$ cat src/i2cbm_pkg.sv
// Shared types, codes and phase constants for the I2C bit-level master.
// No dependencies; used by i2cbm_phase and i2c_bit_level_master.
package i2cbm_pkg;

   // request kinds on the tuser field
   localparam logic [2:0] FUNC_TICK  = 3'd0;
   localparam logic [2:0] FUNC_START = 3'd1;
   localparam logic [2:0] FUNC_STOP  = 3'd2;
   localparam logic [2:0] FUNC_WRITE = 3'd3;
   localparam logic [2:0] FUNC_READ  = 3'd4;

   localparam int REQ_DATA_W = 16;
   localparam int REQ_USER_W = 3;
   localparam int RSP_DATA_W = 16;

   localparam logic [7:0] TOP_BIT = 8'b1000_0000;

   // phase numbers that end a section of a command
   localparam logic [4:0] PH_FIRST       = 5'd0;
   localparam logic [4:0] PH_SECOND      = 5'd1;
   localparam logic [4:0] PH_THIRD       = 5'd2;
   localparam logic [4:0] PH_WR_BITS_END = 5'd24;
   localparam logic [4:0] PH_WR_SCL_HIGH = 5'd25;
   localparam logic [4:0] PH_RD_BITS_END = 5'd27;
   localparam logic [4:0] PH_RD_ACK_LVL  = 5'd28;
   localparam logic [4:0] PH_RD_SCL_HIGH = 5'd29;
   localparam logic [4:0] PH_MAX         = 5'd30;

   typedef enum logic [1:0] {
      CMD_START,
      CMD_STOP,
      CMD_WRITE,
      CMD_READ
   } cmd_type;

   typedef struct packed {
      logic [4:0] phase;
      cmd_type    cmd;
      logic [7:0] shift;
      logic       ack;
      logic       busy;
      logic       scl;
      logic       sda;
      logic       sda_en;
      logic       nack;
      logic [7:0] rd_byte;
   } state_type;

   typedef struct packed {
      logic       nack;
      logic [7:0] read_data;
      logic       done_res;
      logic       busy_res;
      logic       sda_drive;
      logic       sda_out;
      logic       scl;
   } rsp_type;

   // remainder by three of a 5-bit phase: reciprocal multiply, then subtract
   function automatic logic [1:0] mod3_5(input logic [4:0] v);
      logic [8:0] prod;
      logic [3:0] q;
      logic [5:0] t;
      prod = {4'b0, v} * 9'd11;
      q    = prod[8:5];
      t    = {1'b0, v} - ({2'b0, q} * 6'd3);
      return t[1:0];
   endfunction

endpackage

$ cat src/i2cbm_phase.sv
// Next-state logic: starts a command and runs one bus phase per item.
// Depends on i2cbm_pkg.
module i2cbm_phase
   import i2cbm_pkg::*;
(
   input  state_type  st,
   input  logic [2:0] func,
   input  logic [7:0] wr_data,
   input  logic       ack_req,
   input  logic       sda_in,
   output state_type  nxt,
   output rsp_type    rsp
);

   state_type  s;
   logic [4:0] p;
   logic [1:0] r;
   logic [2:0] func_off;
   logic       last;
   logic       busy_o;
   logic       done_o;

   always_comb begin
      s        = st;
      last     = 1'b0;
      busy_o   = 1'b0;
      done_o   = 1'b0;
      func_off = func - FUNC_START;

      if (!s.busy && func >= FUNC_START && func <= FUNC_READ) begin
         s.busy  = 1'b1;
         s.cmd   = cmd_type'(func_off[1:0]);
         s.phase = PH_FIRST;
         s.ack   = ack_req;
         s.shift = (func == FUNC_WRITE) ? wr_data : 8'd0;
      end

      p = s.phase;
      r = mod3_5(p);

      if (s.busy) begin
         busy_o = 1'b1;
         case (s.cmd)
            CMD_START: begin
               if (p == PH_FIRST) begin
                  s.sda_en = 1'b1;
                  s.sda    = 1'b0;
               end else begin
                  s.scl = 1'b0;
                  last  = 1'b1;
               end
            end
            CMD_STOP: begin
               s.sda_en = 1'b1;
               if (p == PH_FIRST) begin
                  s.sda = 1'b0;
               end else if (p == PH_SECOND) begin
                  s.scl = 1'b1;
               end else begin
                  s.sda = 1'b1;
                  last  = 1'b1;
               end
            end
            CMD_WRITE: begin
               if (p < PH_WR_BITS_END) begin
                  // three phases per bit: data, clock high, clock low
                  if (r == 2'd0) begin
                     s.sda_en = 1'b1;
                     s.sda    = |(s.shift & TOP_BIT);
                     s.shift  = {s.shift[6:0], 1'b0};
                  end else if (r == 2'd1) begin
                     s.scl = 1'b1;
                  end else begin
                     s.scl = 1'b0;
                  end
               end else if (p == PH_WR_BITS_END) begin
                  s.sda_en = 1'b1;
                  s.sda    = 1'b1;
               end else if (p == PH_WR_SCL_HIGH) begin
                  s.scl = 1'b1;
               end else begin
                  s.sda_en = 1'b0;
                  s.nack   = sda_in;
                  last     = 1'b1;
               end
            end
            CMD_READ: begin
               if (p == PH_FIRST) begin
                  s.scl = 1'b0;
               end else if (p == PH_SECOND) begin
                  s.sda = 1'b1;
               end else if (p == PH_THIRD) begin
                  s.sda_en = 1'b0;
               end else if (p < PH_RD_BITS_END) begin
                  // (p - 3) mod 3 equals p mod 3
                  if (r == 2'd0) begin
                     s.scl = 1'b1;
                  end else if (r == 2'd1) begin
                     s.shift = {s.shift[6:0], sda_in};
                  end else begin
                     s.scl = 1'b0;
                  end
               end else if (p == PH_RD_BITS_END) begin
                  s.sda_en = 1'b1;
               end else if (p == PH_RD_ACK_LVL) begin
                  s.sda = ~s.ack;
               end else if (p == PH_RD_SCL_HIGH) begin
                  s.scl = 1'b1;
               end else begin
                  s.scl     = 1'b0;
                  s.rd_byte = s.shift;
                  last      = 1'b1;
               end
            end
            default: begin
               last = 1'b1;
            end
         endcase

         if (last) begin
            done_o  = 1'b1;
            s.busy  = 1'b0;
            s.phase = PH_FIRST;
         end else begin
            s.phase = p + 5'd1;
         end
      end

      rsp.scl       = s.scl;
      rsp.sda_out   = s.sda;
      rsp.sda_drive = s.sda_en;
      rsp.busy_res  = busy_o;
      rsp.done_res  = done_o;
      rsp.read_data = s.rd_byte;
      rsp.nack      = s.nack;

      // after the write acknowledge the master takes SDA back and drops SCL
      if (done_o && s.cmd == CMD_WRITE) begin
         s.sda_en = 1'b1;
         s.scl    = 1'b0;
      end

      nxt = s;
   end

endmodule

$ cat src/i2c_bit_level_master.sv
// I2C bit-level master: one item per bus phase, input register, phase logic, result register.
// Depends on i2cbm_pkg and i2cbm_phase.
//
// Each request item is one bus phase. While idle, an item whose tuser kind is start, stop,
// write or read begins that command and its first phase runs on the same item; start takes
// 2 items, stop 3, write 27 and read 31, and kinds that arrive while busy are ignored. Every
// request gives exactly one response item with the line levels after that phase, busy and
// done flags, the last read byte and the last write's nack. The block takes one item per
// clock while the response side accepts: an item is held in the input register, goes
// through the phase logic and lands in the result register, so the rate is set only by
// the response side's tready. Reset leaves SCL and SDA high with SDA driven.
module i2c_bit_level_master
   import i2cbm_pkg::*;
(
   input  logic                  clock,
   input  logic                  reset,
   input  logic                  req_tvalid,
   output logic                  req_tready,
   // [7:0] wr_data, [8] ack_req, [9] sda_in, [15:10] zero
   input  logic [REQ_DATA_W-1:0] req_tdata,
   // [2:0] func
   input  logic [REQ_USER_W-1:0] req_tuser,
   output logic                  rsp_tvalid,
   input  logic                  rsp_tready,
   // [0] scl, [1] sda_out, [2] sda_drive, [3] busy_res, [4] done_res,
   // [12:5] read_data, [13] nack, [15:14] zero
   output logic [RSP_DATA_W-1:0] rsp_tdata
);

   localparam state_type STATE_RESET = '{
      phase:   PH_FIRST,
      cmd:     CMD_START,
      shift:   8'd0,
      ack:     1'b0,
      busy:    1'b0,
      scl:     1'b1,
      sda:     1'b1,
      sda_en:  1'b1,
      nack:    1'b0,
      rd_byte: 8'd0
   };

   logic                  in_valid_ff;
   logic [REQ_DATA_W-1:0] in_data_ff;
   logic [REQ_USER_W-1:0] in_user_ff;
   logic                  out_valid_ff;
   rsp_type               out_ff;
   rsp_type               out_in;
   state_type             state_ff;
   state_type             state_in;
   logic                  advance;

   assign advance    = in_valid_ff && (!out_valid_ff || rsp_tready);
   assign req_tready = !in_valid_ff || advance;

   i2cbm_phase u_phase (
      .st       (state_ff),
      .func     (in_user_ff),
      .wr_data  (in_data_ff[7:0]),
      .ack_req  (in_data_ff[8]),
      .sda_in   (in_data_ff[9]),
      .nxt      (state_in),
      .rsp      (out_in)
   );

   always_ff @(posedge clock) begin
      if (reset) begin
         in_valid_ff  <= 1'b0;
         out_valid_ff <= 1'b0;
         state_ff     <= STATE_RESET;
      end else begin
         if (req_tready) begin
            in_valid_ff <= req_tvalid;
         end
         if (advance) begin
            out_valid_ff <= 1'b1;
            state_ff     <= state_in;
         end else if (rsp_tready) begin
            out_valid_ff <= 1'b0;
         end
      end
   end

   always_ff @(posedge clock) begin
      if (req_tready && req_tvalid) begin
         in_data_ff <= req_tdata;
         in_user_ff <= req_tuser;
      end
      if (advance) begin
         out_ff <= out_in;
      end
   end

   assign rsp_tvalid = out_valid_ff;
   assign rsp_tdata  = {{(RSP_DATA_W - $bits(rsp_type)){1'b0}}, out_ff};

   // an idle master always sits at the first phase
   a_idle_phase: assert property (@(posedge clock) disable iff (reset)
      !state_ff.busy |-> state_ff.phase == PH_FIRST)
      else $error("idle with nonzero phase");

   a_phase_range: assert property (@(posedge clock) disable iff (reset)
      state_ff.phase <= PH_MAX)
      else $error("phase count beyond last phase");

   a_write_release: assert property (@(posedge clock) disable iff (reset)
      advance && out_in.done_res && state_in.cmd == CMD_WRITE
      |=> state_ff.sda_en && !state_ff.scl)
      else $error("write end did not retake sda and drop scl");

   a_in_held: assert property (@(posedge clock) disable iff (reset)
      in_valid_ff && !advance |=> in_valid_ff && $stable(in_data_ff) && $stable(in_user_ff))
      else $error("stalled input item lost");

endmodule

$ cat config.mk
export PLATFORM = sky130hd
export DESIGN_NAME = i2c_bit_level_master
export DESIGN_NICKNAME = d
export VERILOG_FILES = /design/src/i2cbm_pkg.sv /design/src/i2cbm_phase.sv /design/src/i2c_bit_level_master.sv
export SDC_FILE = /design/constraint.sdc
export NUM_CORES = 1
export LEC_CHECK = 0
export ABC_CLOCK_PERIOD_IN_PS = 7750
export BUFFER_PORTS_ARGS = -buffer_cell sky130_fd_sc_hd__buf_4
export CORE_MARGIN = 10
export CORE_UTILIZATION = 55
export DETAILED_ROUTE_END_ITERATION = 10
export PLACE_DENSITY = 0.82
export SYNTH_ARGS = -nofsm -noshare
export SYNTH_HDL_FRONTEND = slang
export SYNTH_SLANG_ARGS = --single-unit
$ cat constraint.sdc
create_clock -name clock -period 7.75 [get_ports clock]
set_clock_uncertainty 0.05 [all_clocks]
set_input_delay 0.775 -clock clock [delete_from_list [all_inputs] [get_ports clock]]
set_output_delay 0.775 -clock clock [all_outputs]
set_load 0.02 [all_outputs]
==> metrics.cfg <==
[status]
outcome = finished, final reports clean

[place]
dpl.hpwl_mm = 6.77
place_congestion = 0.990
detailedPlace.worstSlack_ns = 2.26
port_buffers = 32
dp_cells = 507

[yosys]
synth.area.mux_share_pct = 3.15
synthTopCellsByCount = nand2_1, a21oi_1, nor2_1
synth_area_mm2 = 0.00377
synth_xor_area_share_pct = 2.25
synth-compound-area-share_pct = 23.0
synth-main-ff-cell = dfxtp_1
post_synth.cell_area_avg_um2 = 8.98
netlist_top_cells_area = edfxtp_1, dfxtp_1, nand2_1
synth_top_area_share_pct = 21.5
yosysWarnings = 0
yosys.area_share.adder_pct = 4.77
async_flop_share_pct = 0
yosysMostFrequentCell = nand2_1
synth-seq-cells = 58
synth_top_family_by_area = simple AND/OR/NAND/NOR gates
yosys.area.top_type = edfxtp_1
synth-edff-count = 27
synth_simple_gate_area_share_pct = 23.3
yosysSeqAreaShare_pct = 37.9
synth_cell_types = 82
synth_cells = 420

[clock_network]
cts_max_level = 3
postCtsSetupBuffers = 0
hold_buffers = 0
cts_resized = 0
cts_tree = built
clockBufferDepth = 2
clock_latency_ns = 0.34
cts_made_buffers = 9
cts_sinks = 58
clkTransAtPathRegs_ns = 0.08
cts_root_buffer = clkbuf_8

[setup_path]
cp-start-kind = flip-flop
critPathRequiredTime_ns = 7.92
worstPathArrival_ns = 5.87
crit_chain = inv_1 > ha_1 > or2b_4 > nand3_2 > and2_1 > ha_1 > fa_1 > ha_1 > a21oi_1 > o21ai_2 > mux2_2 > a211oi_1 > o21ai_0 > a21boi_0 > o211ai_1 > a21oi_1
critPathMostFrequentCell = ha_1
slowest_delay_ns = 0.62
timing.rr.start = in_user_ff[0]
reg2regPathDepth = 16
r2r_end = state_ff[19]
critPathMaxFanout = 28
slowest_stage = a211oi_1
endpoint_kind = flip-flop
r2r_slack_ns = 2.05
critPathLaunch = in_user_ff[0]
crit_type = flip-flop to flip-flop

[timing]
slew_headroom_pct = 22.4
min_period_ns = 5.70
setup_total_negative_slack_ns = 0
fmax_mhz = 175
setup_slack_ns = 2.05
hold_viol = 0
worst_pin_slew_ns = 1.16
setup_viol = 0
timing.final.crit_share_pct = 73.6
slew_violations = 0
rsz0062_at_grt = false

[cells_and_area]
final_net_count = 474
n_fill_cell = 558
area_delta_synth_final_pct = 10.5
diodes = 0
final_cells = 523
multi_input_area_mm2 = 0.00214
seq_area_mm2 = 0.00143
drive_gt1_share_pct = 18.5

[global_routing]
grt_pass1_wl_mm = 15.8
grtUsageTotal_pct = 18.8
overflow = 0
grt_max_degree = 36
antenna_found_initial = 0
grt_pass1_vias = 3246

[route]
wire_per_inst_um = 18.2
dr_total_vias = 3318
wl_mm = 9.52
post_drt_via_cell_ratio = 6.34
remaining_drc_errors = 0
drt_iter0_markers = 322
ant_nets = 0
first_pass_iters = 5

[floorplanning]
die_area_mm2 = 0.0106
die-height_um = 103
start_util_pct = 56.2
coreArea_mm2 = 0.00672
rows = 30
die_x_um = 103
io_pins = 41

[worst_hold_path]
holdCritStartpoint = state_ff[6]
min_to = state_ff[6]
hp-class = flip-flop to flip-flop
whs_path_depth = 2

[pwr]
ir_drop_uv = 211
p_per_area_mw_per_mm2 = 182
leakagePower_nw = 1.60

[job]
drv_cap = 0

-- flip-flops by register name (all words and copies together), names as in the netlist --
signal / count
in_user_ff: 3
rsp_tvalid: 1
rsp_tdata: 14
state_ff: 29
in_valid_ff: 1
in_data_ff: 10
-- per-stage QoR --
stage                     total power, W  hold WS [ns]  util (%)  area [um2]
after global routing            0.000787         0.431      62.0        4170
after CTS                       0.000756         0.406      62.0        4170
after detailed placement        0.000469         0.397      59.0        3960
after floorplan                 0.000437         0.383         -        3780
final                           0.000757         0.408      62.0        4170
after global placement          0.000467         0.388      59.0        3960
-- worst max-delay path: cells and delay by family (launching register included) --
| kind | cells | cell delay (ns) |
|---|---|---|
| flops | 1 | 0.52 |
| fa+ha+maj | 4 | 1.37 |
| simple gates | 3 | 1.06 |
| buf+inv | 1 | 0.16 |
| compound gates | 7 | 2.10 |
| mux | 1 | 0.32 |
-- metal layers --
layer  vias up  track usage (%)  routed length (um)
li1       1575                -                   -
met1      1557             23.3                4050
met2       166             30.0                4510
met3        20             5.09                 733
met4         0             8.13                 225
met5         -                0                   0
-- logic make-up after synthesis --
family                   count (synthesis)
flip-flops                              58
adder cells (fa/ha/maj)                 14
AND/OR/NAND/NOR                        171
AO/OA/AOI/OAI                          120
other                                    1
buffers and inverters                   38
XOR/XNOR                                 7
multiplexers                            11
-- layout by cell type, fill, tap and decap left out, drive strengths merged, types with 8 or more instances in the layout --
cell    instances
nor2           34
nand2          66
clkbuf         12
dfxtp          31
inv            10
nand3           8
o21ai          23
nand3b          9
ha             12
o211ai          9
and3            8
edfxtp         27
buf            34
nor3            9
a21oi          37
-- cell type report --
type	count	share of cell area, %
multi-input cells	325	51.3
flip-flops and latches	58	34.3
repair buffers	34	6.12
clock buffers	12	3.72
well taps	80	2.40
clock inverters	4	1.20
inverters	10	0.900
-- power by group --
part	switching, W	total, W	internal (W)
sequential	0.0000119	0.000346	0.000334
combinational	0.0000767	0.000119	0.0000424
clock	0.000126	0.000292	0.000166
-- how the worst max path moves through the flow --
stage                   endpoint  slack (ns)  cells past startpoint
floorplan           state_ff[19]        2.99                     17
global placement    state_ff[19]        2.36                     16
detailed placement  state_ff[19]        2.26                     16
CTS                 state_ff[19]        2.24                     16
global route        state_ff[19]        1.82                     16
finish              state_ff[19]        2.05                     16
Power figures use the tool's default switching activity.
